## src/text_console_cell_writer_macros.svh

```systemverilog
// Assertion macros shared by the console cell writer modules.
`ifndef TEXT_CONSOLE_CELL_WRITER_MACROS_SVH
`define TEXT_CONSOLE_CELL_WRITER_MACROS_SVH

// Same-cycle implication, sampled on clk, off while rst_n is low.
`define TCCW_ASSERT_NOW(lbl, ante, cons, msg) \
  lbl: assert property (@(posedge clk) disable iff (!rst_n) (ante) |-> (cons)) else $error(msg);

// Next-cycle implication, sampled on clk, off while rst_n is low.
`define TCCW_ASSERT_NEXT(lbl, ante, cons, msg) \
  lbl: assert property (@(posedge clk) disable iff (!rst_n) (ante) |=> (cons)) else $error(msg);

`endif

```

## src/tccw_pkg.sv

```systemverilog
// Shared constants, types and codes of the text console cell writer.
package tccw_pkg;

  // Screen geometry
  localparam int COLUMNS    = 80;
  localparam int ROWS       = 25;
  localparam int CELL_COUNT = COLUMNS * ROWS;
  localparam int ADDR_W     = $clog2(CELL_COUNT);
  localparam int COL_W      = $clog2(COLUMNS);
  localparam int ROW_W      = $clog2(ROWS);

  // Fixed channel field widths
  localparam int REQ_W     = 2;
  localparam int CHAR_W    = 8;
  localparam int COLOR_W   = 4;
  localparam int INDEX_W   = 11;
  localparam int LOC_W     = 11;
  localparam int CUR_COL_W = 7;
  localparam int CUR_ROW_W = 5;
  localparam int CELL_W    = 16;

  // White-on-black space
  localparam logic [CELL_W-1:0] BLANK_CELL = 16'h0F20;
  localparam int TAB_STEP = 8;

  // Request codes
  localparam logic [REQ_W-1:0] REQ_PUT   = 2'd0;
  localparam logic [REQ_W-1:0] REQ_CLEAR = 2'd1;
  localparam logic [REQ_W-1:0] REQ_READ  = 2'd2;

  // Character codes
  localparam logic [CHAR_W-1:0] CH_BS       = 8'h08;
  localparam logic [CHAR_W-1:0] CH_TAB      = 8'h09;
  localparam logic [CHAR_W-1:0] CH_LF       = 8'h0A;
  localparam logic [CHAR_W-1:0] CH_CR       = 8'h0D;
  localparam logic [CHAR_W-1:0] CH_PRINT_LO = 8'h20;
  localparam logic [CHAR_W-1:0] CH_PRINT_HI = 8'h7F;

  typedef enum logic [1:0] {
    SW_IDLE,
    SW_FILL,
    SW_SHIFT,
    SW_BLANK
  } sweep_state_t;

  typedef enum logic {
    C_IDLE,
    C_WAIT
  } ctrl_state_t;

  // Command from the sequencer to the screen memory engine
  typedef struct packed {
    logic              wr;
    logic              rd;
    logic              fill;
    logic              scroll;
    logic [ADDR_W-1:0] addr;
    logic [CELL_W-1:0] data;
  } scr_cmd_t;

endpackage

```

## src/tccw_ifs.sv

```systemverilog
// Valid/ready channel interfaces for requests and results.
interface tccw_in_if;
  import tccw_pkg::*;
  logic               valid;
  logic               ready;
  logic [REQ_W-1:0]   req_type;
  logic [CHAR_W-1:0]  char_code;
  logic [COLOR_W-1:0] back_color;
  logic [COLOR_W-1:0] fore_color;
  logic [INDEX_W-1:0] cell_index;

  modport source (output valid, req_type, char_code, back_color, fore_color, cell_index,
                  input ready);
  modport sink (input valid, req_type, char_code, back_color, fore_color, cell_index,
                output ready);
endinterface

interface tccw_out_if;
  import tccw_pkg::*;
  logic                 valid;
  logic                 ready;
  logic [LOC_W-1:0]     cursor_location;
  logic [CUR_COL_W-1:0] cursor_column;
  logic [CUR_ROW_W-1:0] cursor_row;
  logic                 scrolled;
  logic [CELL_W-1:0]    cell_word;

  modport source (output valid, cursor_location, cursor_column, cursor_row, scrolled,
                  cell_word, input ready);
  modport sink (input valid, cursor_location, cursor_column, cursor_row, scrolled,
                cell_word, output ready);
endinterface

```

## src/tccw_ctrl.sv

```systemverilog
// Request sequencer: cursor update, screen commands and result register.
`include "text_console_cell_writer_macros.svh"

module tccw_ctrl (
  input  logic                        clk,
  input  logic                        rst_n,
  tccw_in_if.sink                     in_chan,
  tccw_out_if.source                  out_chan,
  output tccw_pkg::scr_cmd_t          cmd,
  input  logic                        scr_busy,
  input  logic [tccw_pkg::CELL_W-1:0] rd_data
);
  import tccw_pkg::*;

  ctrl_state_t      st_r, st_nxt;
  logic [COL_W-1:0] col_r, col_nxt;
  logic [ROW_W-1:0] row_r, row_nxt;
  logic             scrolled_r, scrolled_nxt;
  logic             is_read_r, is_read_nxt;

  logic                 out_valid_r;
  logic [LOC_W-1:0]     out_loc_r;
  logic [CUR_COL_W-1:0] out_col_r;
  logic [CUR_ROW_W-1:0] out_row_r;
  logic                 out_scrolled_r;
  logic [CELL_W-1:0]    out_word_r;

  logic              accept;
  logic              load_out;
  logic [ADDR_W-1:0] cur_loc;

  // Cursor as a linear cell address
  assign cur_loc = ADDR_W'(row_r) * ADDR_W'(COLUMNS) + ADDR_W'(col_r);

  assign in_chan.ready = (st_r == C_IDLE) && !scr_busy;
  assign accept        = in_chan.valid && in_chan.ready;
  assign load_out      = (st_r == C_WAIT) && !scr_busy && (!out_valid_r || out_chan.ready);

  // Request decode and cursor arithmetic
  always_comb begin
    logic [COL_W:0] col_t;
    logic [ROW_W:0] row_t;
    logic [COL_W:0] tab_sum;
    st_nxt       = st_r;
    col_nxt      = col_r;
    row_nxt      = row_r;
    scrolled_nxt = scrolled_r;
    is_read_nxt  = is_read_r;
    cmd          = '0;
    col_t        = {1'b0, col_r};
    row_t        = {1'b0, row_r};
    tab_sum      = col_t + (COL_W + 1)'(TAB_STEP);
    unique case (st_r)
      C_IDLE: begin
        if (accept) begin
          st_nxt       = C_WAIT;
          scrolled_nxt = 1'b0;
          is_read_nxt  = 1'b0;
          unique case (in_chan.req_type)
            REQ_PUT: begin
              case (in_chan.char_code)
                CH_BS: begin
                  if (col_r != '0) begin
                    col_t = col_t - (COL_W + 1)'(1);
                  end
                end
                CH_TAB: col_t = {tab_sum[COL_W:3], 3'b000};
                CH_CR:  col_t = '0;
                CH_LF: begin
                  col_t = '0;
                  row_t = row_t + (ROW_W + 1)'(1);
                end
                default: begin
                  if (in_chan.char_code >= CH_PRINT_LO && in_chan.char_code <= CH_PRINT_HI) begin
                    cmd.wr   = 1'b1;
                    cmd.addr = cur_loc;
                    cmd.data = {in_chan.back_color, in_chan.fore_color, in_chan.char_code};
                    col_t    = col_t + (COL_W + 1)'(1);
                  end
                end
              endcase
              // wrap past the last column
              if (col_t >= (COL_W + 1)'(COLUMNS)) begin
                col_t = '0;
                row_t = row_t + (ROW_W + 1)'(1);
              end
              // scroll past the last row
              if (row_t >= (ROW_W + 1)'(ROWS)) begin
                row_t        = (ROW_W + 1)'(ROWS - 1);
                cmd.scroll   = 1'b1;
                scrolled_nxt = 1'b1;
              end
              col_nxt = col_t[COL_W-1:0];
              row_nxt = row_t[ROW_W-1:0];
            end
            REQ_CLEAR: begin
              cmd.fill = 1'b1;
              col_nxt  = '0;
              row_nxt  = '0;
            end
            REQ_READ: begin
              if (int'(in_chan.cell_index) < CELL_COUNT) begin
                cmd.rd      = 1'b1;
                cmd.addr    = ADDR_W'(in_chan.cell_index);
                is_read_nxt = 1'b1;
              end
            end
            default: ;
          endcase
        end
      end
      C_WAIT: begin
        if (load_out) begin
          st_nxt = C_IDLE;
        end
      end
      default: st_nxt = C_IDLE;
    endcase
  end

  // Control and cursor registers
  always_ff @(posedge clk) begin
    if (!rst_n) begin
      st_r        <= C_IDLE;
      col_r       <= '0;
      row_r       <= '0;
      out_valid_r <= 1'b0;
    end else begin
      st_r  <= st_nxt;
      col_r <= col_nxt;
      row_r <= row_nxt;
      if (load_out) begin
        out_valid_r <= 1'b1;
      end else if (out_chan.ready) begin
        out_valid_r <= 1'b0;
      end
    end
  end

  // Per-item flags and result payload
  always_ff @(posedge clk) begin
    scrolled_r <= scrolled_nxt;
    is_read_r  <= is_read_nxt;
    if (load_out) begin
      out_loc_r      <= LOC_W'(cur_loc);
      out_col_r      <= CUR_COL_W'(col_r);
      out_row_r      <= CUR_ROW_W'(row_r);
      out_scrolled_r <= scrolled_r;
      out_word_r     <= is_read_r ? rd_data : '0;
    end
  end

  assign out_chan.valid           = out_valid_r;
  assign out_chan.cursor_location = out_loc_r;
  assign out_chan.cursor_column   = out_col_r;
  assign out_chan.cursor_row      = out_row_r;
  assign out_chan.scrolled        = out_scrolled_r;
  assign out_chan.cell_word       = out_word_r;

  `TCCW_ASSERT_NOW(a_cursor_range, 1'b1, int'(col_r) < COLUMNS && int'(row_r) < ROWS, "cursor outside screen")
  `TCCW_ASSERT_NEXT(a_accept_to_wait, accept, st_r == C_WAIT, "accepted request not in progress")
  `TCCW_ASSERT_NOW(a_load_only_wait, $rose(out_valid_r), $past(st_r == C_WAIT), "result loaded outside wait state")

endmodule

```

## src/flat_wrapper.sv

```systemverilog
// flat-port wrapper written by rule: the top's interface ports become plain ports
module tccw_ctrl_flat import tccw_pkg::*;
  (clk, rst_n, cmd, scr_busy, rd_data, in_chan_valid, in_chan_req_type, in_chan_char_code, in_chan_back_color, in_chan_fore_color, in_chan_cell_index, in_chan_ready, out_chan_valid, out_chan_cursor_location, out_chan_cursor_column, out_chan_cursor_row, out_chan_scrolled, out_chan_cell_word, out_chan_ready);
  tccw_in_if in_chan_i ();
  tccw_out_if out_chan_i ();
  input  logic clk;
  input  logic rst_n;
  output tccw_pkg::scr_cmd_t cmd;
  input  logic scr_busy;
  input  logic [tccw_pkg::CELL_W-1:0] rd_data;
  input wire logic [$bits(in_chan_i.valid)-1:0] in_chan_valid;
  input wire logic [$bits(in_chan_i.req_type)-1:0] in_chan_req_type;
  input wire logic [$bits(in_chan_i.char_code)-1:0] in_chan_char_code;
  input wire logic [$bits(in_chan_i.back_color)-1:0] in_chan_back_color;
  input wire logic [$bits(in_chan_i.fore_color)-1:0] in_chan_fore_color;
  input wire logic [$bits(in_chan_i.cell_index)-1:0] in_chan_cell_index;
  output wire logic [$bits(in_chan_i.ready)-1:0] in_chan_ready;
  output wire logic [$bits(out_chan_i.valid)-1:0] out_chan_valid;
  output wire logic [$bits(out_chan_i.cursor_location)-1:0] out_chan_cursor_location;
  output wire logic [$bits(out_chan_i.cursor_column)-1:0] out_chan_cursor_column;
  output wire logic [$bits(out_chan_i.cursor_row)-1:0] out_chan_cursor_row;
  output wire logic [$bits(out_chan_i.scrolled)-1:0] out_chan_scrolled;
  output wire logic [$bits(out_chan_i.cell_word)-1:0] out_chan_cell_word;
  input wire logic [$bits(out_chan_i.ready)-1:0] out_chan_ready;
  assign in_chan_i.valid = in_chan_valid;
  assign in_chan_i.req_type = in_chan_req_type;
  assign in_chan_i.char_code = in_chan_char_code;
  assign in_chan_i.back_color = in_chan_back_color;
  assign in_chan_i.fore_color = in_chan_fore_color;
  assign in_chan_i.cell_index = in_chan_cell_index;
  assign in_chan_ready = in_chan_i.ready;
  assign out_chan_valid = out_chan_i.valid;
  assign out_chan_cursor_location = out_chan_i.cursor_location;
  assign out_chan_cursor_column = out_chan_i.cursor_column;
  assign out_chan_cursor_row = out_chan_i.cursor_row;
  assign out_chan_scrolled = out_chan_i.scrolled;
  assign out_chan_cell_word = out_chan_i.cell_word;
  assign out_chan_i.ready = out_chan_ready;
  tccw_ctrl u_core (.clk(clk), .rst_n(rst_n), .in_chan(in_chan_i), .out_chan(out_chan_i), .cmd(cmd), .scr_busy(scr_busy), .rd_data(rd_data));
endmodule
```

## config.mk

```make
export PLATFORM = sky130hd
export DESIGN_NAME = tccw_ctrl_flat
export DESIGN_NICKNAME = d
export VERILOG_FILES = /design/src/tccw_pkg.sv /design/src/tccw_ifs.sv /design/src/tccw_ctrl.sv /design/src/flat_wrapper.sv
export VERILOG_INCLUDE_DIRS = /design/src /design/src/src
export SDC_FILE = /design/constraint.sdc
export NUM_CORES = 1
export LEC_CHECK = 0
export BUFFER_PORTS_ARGS = -buffer_cell sky130_fd_sc_hd__buf_2
export CORE_MARGIN = 3
export CORE_UTILIZATION = 30
export CTS_BUF_LIST = sky130_fd_sc_hd__clkbuf_8
export DETAILED_ROUTE_END_ITERATION = 6
export GPL_TIMING_DRIVEN = 0
export PLACE_DENSITY_LB_ADDON = 0.1
export SYNTH_ARGS = -nofsm -noshare
export SYNTH_HDL_FRONTEND = slang
export SYNTH_SLANG_ARGS = --single-unit
```

## constraint.sdc

```tcl
create_clock -name clk -period 4.26 [get_ports clk]
set_input_delay 0.639 -clock clk [delete_from_list [all_inputs] [get_ports clk]]
set_output_delay 0.639 -clock clk [all_outputs]
set_load 0.005 [all_outputs]
```

==> impl_metrics.xml <==
<?xml version="1.0" encoding="UTF-8"?>
<metrics>
  <group name="clock_network">
    <metric name="cts_tree" unit="">yes</metric>
    <metric name="worst_setup_hold_path_clk_slew" unit="ns">0.09</metric>
    <metric name="htree_num_levels" unit="">2</metric>
    <metric name="clock_sinks" unit="">52</metric>
    <metric name="worst_skew_pair.late_latency" unit="ns">0.31</metric>
    <metric name="buffer_cell_driving_the_clock_tree_root" unit="">clkbuf_8</metric>
    <metric name="tritoncts.num_buffers" unit="">5</metric>
    <metric name="clock_path_buffers" unit="">2</metric>
  </group>
  <group name="die">
    <metric name="boundaryPins" unit="">123</metric>
    <metric name="die_height" unit="µm">113</metric>
    <metric name="coreArea" unit="µm²">11000</metric>
    <metric name="die_area" unit="µm²">12700</metric>
    <metric name="placementRows" unit="">38</metric>
    <metric name="dieWidth" unit="µm">113</metric>
    <metric name="initial_core_util" unit="%">31.2</metric>
  </group>
  <group name="drt">
    <metric name="first_pass_iteration_count_of_the_detailed_router" unit="">4</metric>
    <metric name="route.detailed.drc" unit="">0</metric>
    <metric name="wl_per_cell" unit="µm">15.0</metric>
    <metric name="number_of_design_rule_violations_left_by_the_first_detailed_router_iteration" unit="">163</metric>
    <metric name="vias" unit="">3122</metric>
    <metric name="routed_via_density" unit="">4.98</metric>
    <metric name="drt_wl_total" unit="µm">9410</metric>
    <metric name="detail-route-antenna-nets" unit="">0</metric>
  </group>
  <group name="yosys">
    <metric name="number_of_nets_in_the_synthesized_netlist" unit="">426</metric>
    <metric name="ys.flop_type" unit="">edfxtp_1</metric>
    <metric name="synth_edf_count" unit="">38</metric>
    <metric name="postSynthRegisterBits" unit="">52</metric>
    <metric name="synth.yosys.seq_area_share" unit="%">41.5</metric>
    <metric name="yosys_warnings" unit="">0</metric>
    <metric name="postSynthCellCount" unit="">357</metric>
    <metric name="synth.top_cell.area_share" unit="%">33.3</metric>
    <metric name="synth.avg_cell_area" unit="µm²">9.60</metric>
    <metric name="synthesis.area" unit="µm²">3430</metric>
    <metric name="yosys_cell_types" unit="">59</metric>
    <metric name="synthArstFlopShare" unit="%">0</metric>
    <metric name="synthTopCellsByArea" unit="">edfxtp_1 33%, dfxtp_1 8.2%, ha_1 6.2%</metric>
    <metric name="synthDominantAreaCellType" unit="">edfxtp_1</metric>
  </group>
  <group name="worst_setup_path">
    <metric name="crit_family" unit="">compound AO/OA/AOI/OAI gates</metric>
    <metric name="r2r_cells" unit="">12</metric>
    <metric name="worst-r2r-setup-slack" unit="ns">0.91</metric>
    <metric name="regToRegStartpoint" unit="">u_core.col_r[0]</metric>
    <metric name="worst_setup_path_end_kind" unit="">primary output</metric>
    <metric name="critical_path.startpoint_type" unit="">register</metric>
    <metric name="critPathArrivalTime" unit="ns">3.37</metric>
    <metric name="cp_slowest_stage_delay" unit="ns">0.68</metric>
    <metric name="critical_path.n_buffers_inverters" unit="">2</metric>
    <metric name="crit_path_top_delay_cell" unit="">or4b_2</metric>
    <metric name="cp.required" unit="ns">3.62</metric>
    <metric name="cp_max_fo" unit="">8</metric>
    <metric name="critical_path.cell_chain" unit="">inv_1 &gt; ha_1 &gt; or4b_2 &gt; o21ai_0 &gt; a211o_1 &gt; o211ai_1 &gt; o22a_2 &gt; a311oi_1 &gt; o21ai_2 &gt; nor2b_1 &gt; nor2_1 &gt; buf_2</metric>
    <metric name="worstReg2RegEnd" unit="">u_core.col_r[5]</metric>
    <metric name="worst-setup-path-type" unit="">reg2out</metric>
  </group>
  <group name="pwr">
    <metric name="power.ir.vdd_worst" unit="mV">0.174</metric>
    <metric name="power.internal" unit="mW">0.827</metric>
    <metric name="power.static_leakage" unit="nW">1.90</metric>
    <metric name="power.density_cell_area" unit="nW/µm²">239</metric>
    <metric name="swShare" unit="%">20.9</metric>
    <metric name="seq_power_share" unit="%">52.9</metric>
    <metric name="p_clk_share" unit="%">37.9</metric>
    <metric name="post-layout-total-power" unit="mW">1.05</metric>
    <metric name="pwr-share-comb" unit="%">9.2</metric>
    <metric name="switching_component_of_the_power" unit="mW">0.219</metric>
  </group>
  <group name="finish">
    <metric name="final_nets" unit="">555</metric>
    <metric name="drive_gt1_share" unit="%">31.2</metric>
    <metric name="area_growth_syn_to_layout" unit="%">27.9</metric>
    <metric name="diodes" unit="">0</metric>
    <metric name="seq_area" unit="µm²">1420</metric>
    <metric name="multi_input_area" unit="µm²">1860</metric>
    <metric name="n_fill_cell" unit="">1136</metric>
  </group>
  <group name="sta">
    <metric name="rsz0062_at_grt" unit="">no</metric>
    <metric name="clock_skew" unit="ns">0.00656</metric>
    <metric name="final_max_slew_viol_count" unit="">0</metric>
    <metric name="number_of_failing_setup_endpoints_in_the_final_timing_report" unit="">0</metric>
    <metric name="post-route-period-util" unit="%">94.2</metric>
    <metric name="timing.fmax" unit="MHz">249</metric>
    <metric name="timing_worst_slew_pin_value" unit="ns">0.640</metric>
    <metric name="fin_crit" unit="ns">4.01</metric>
    <metric name="timing_hold_violations_final" unit="">0</metric>
    <metric name="setup_tns" unit="ns">0</metric>
    <metric name="max-slew-margin-rel" unit="%">57.3</metric>
  </group>
  <group name="grt">
    <metric name="grt_max_degree" unit="">29</metric>
    <metric name="grt_util_all_layers" unit="%">14.7</metric>
    <metric name="grt_pass1_vias" unit="">2993</metric>
    <metric name="number_of_antenna_violations_at_the_first_check_in_global_routing" unit="">0</metric>
    <metric name="globalRoute.totalOverflow" unit="">0</metric>
    <metric name="first_pass_grt_wire_length" unit="µm">15200</metric>
  </group>
  <group name="placed_design">
    <metric name="dp_hpwl" unit="µm">7440</metric>
    <metric name="io_buffer_count" unit="">121</metric>
    <metric name="globalplace.congestion" unit="">0.843</metric>
  </group>
  <group name="run">
    <metric name="drv_cap" unit="">0</metric>
  </group>
  <group name="min_path">
    <metric name="holdCritPathClass" unit="">reg2reg</metric>
    <metric name="timing.hold.worst_endpoint" unit="">u_core.out_chan.scrolled</metric>
    <metric name="hold_path.startpoint" unit="">u_core.scrolled_r</metric>
    <metric name="whs_path_depth" unit="">0</metric>
  </group>
  <group name="outcome">
    <metric name="status" unit="">finished clean</metric>
  </group>
</metrics>
-- worst max-delay path by stage --
stage,startpoint,to,slack (ns),cells past startpoint
after global routing,in_chan_char_code[0],cmd[27],0.03,16
after detailed placement,in_chan_char_code[0],cmd[27],0.16,16
final,u_core.col_r[0],cmd[27],0.25,12
after floorplan,in_chan_char_code[0],cmd[27],0.79,14
after CTS,in_chan_char_code[0],cmd[27],0.12,16
after global placement,in_chan_char_code[0],cmd[27],0.18,16
-- Yosys cell counts (3+ instances only) --
library cell and count:
clkbuf_1 12, a21oi_1 11, o21ai_0 12, nand3_1 4, xnor2_1 9, nand2_1 26
edfxtp_1 38, nor2_1 32, a32oi_1 4, o211ai_1 4, nor4_1 3, inv_1 16
a211o_1 3, nand2b_1 4, a31oi_1 5, buf_4 6, and2_1 33, a21o_1 3
and3_1 6, ha_1 17, xor2_1 8, nor3b_1 3, nor3_1 7, a22oi_1 15
mux2i_1 4, nand4_1 6, nor2b_1 9, a21boi_0 5, dfxtp_1 14
-- power by group through the flow --
stage / clock network [mW] / registers, mW / logic, mW
floorplan: 0 / 0.567 / 0.0410
global placement: 0 / 0.566 / 0.0935
detailed placement: 0 / 0.565 / 0.0964
CTS: 0.407 / 0.554 / 0.0969
global route: 0.430 / 0.555 / 0.107
finish: 0.397 / 0.553 / 0.0959
-- metal layers --
metal  share of wire, %  vias to the layer above  GRT usage [%]
li1                   -                     1550              -
met5                  0                        -              0
met2                 45                      118           23.9
met3                7.1                        4           2.41
met1                 48                     1450           20.4
met4               0.82                        0           3.61
-- registers in the layout, indices dropped and copies added (netlist names) --
name	count
u_core.col_r	7
u_core.is_read_r	1
u_core.out_chan.cell_word	16
u_core.out_chan.cursor_column	7
u_core.out_chan.cursor_location	7
u_core.out_chan.cursor_row	5
u_core.out_chan.scrolled	1
u_core.out_chan.valid	1
u_core.row_r	5
u_core.scrolled_r	1
u_core.st_r	1
-- cell type report --
type                       instances  area share (%)
clock buffer                       5            1.57
tap                              140            4.00
inverter                          16            1.37
timing repair buffer             122            14.3
multi-input combinational        269            42.5
sequential                        52            32.4
buffer                            20            2.43
clock inverter                     3            1.46
-- cells in the final DEF, fill, tap and decap left out, types with 3 or more instances in the layout --
cell	Yosys	routed
buf_2	1	122
edfxtp_1	38	38
and2_1	33	33
nor2_1	32	31
nand2_1	26	26
inv_1	16	17
ha_1	17	16
a22oi_1	15	15
dfxtp_1	14	14
o21ai_0	12	12
clkbuf_1	12	12
a21oi_1	11	11
nor2b_1	9	9
xnor2_1	9	9
xor2_1	8	8
nor3_1	7	7
nand4_1	6	6
and3_1	6	6
buf_4	6	6
a31oi_1	5	5
a21boi_0	5	5
clkbuf_8	0	5
nand2b_1	4	4
mux2i_1	4	4
a32oi_1	4	4
o211ai_1	4	4
a21o_1	3	3
nor3b_1	3	3
nand3_1	4	3
a211o_1	3	3
-- per-stage QoR --
step | hold WS [ns] | std cells | cell area [µm²] | util [%] | worst slack [ns]
global placement | 0.401 | 618 | 4210 | 38.3 | 0.183
finish | 0.434 | 627 | 4380 | 39.9 | 0.247
global route | 0.442 | 627 | 4380 | 39.9 | 0.0269
detailed placement | 0.415 | 619 | 4240 | 38.6 | 0.160
floorplan | 0.400 | 357 | 3430 | - | 0.790
CTS | 0.438 | 627 | 4370 | 39.8 | 0.121
-- cell families after synthesis --
kind of cell             count (synthesis)  share of synthesized area (%)
multiplexers                             4                           1.17
AO/OA/AOI/OAI                           80                           16.7
buffers and inverters                   36                           4.86
AND/OR/NAND/NOR                        148                           24.0
other                                    1                          0.109
adder cells (fa/ha/maj)                 19                           7.37
flip-flops                              52                           41.5
XOR/XNOR                                17                           4.34
-- repair_timing --
action                     CTS  global route
hold buffers                 0             0
setup buffers                0             0
resized for setup            0             3
setup endpoints to repair    0             1
Note: power is estimated with default switching activity, not from simulation.
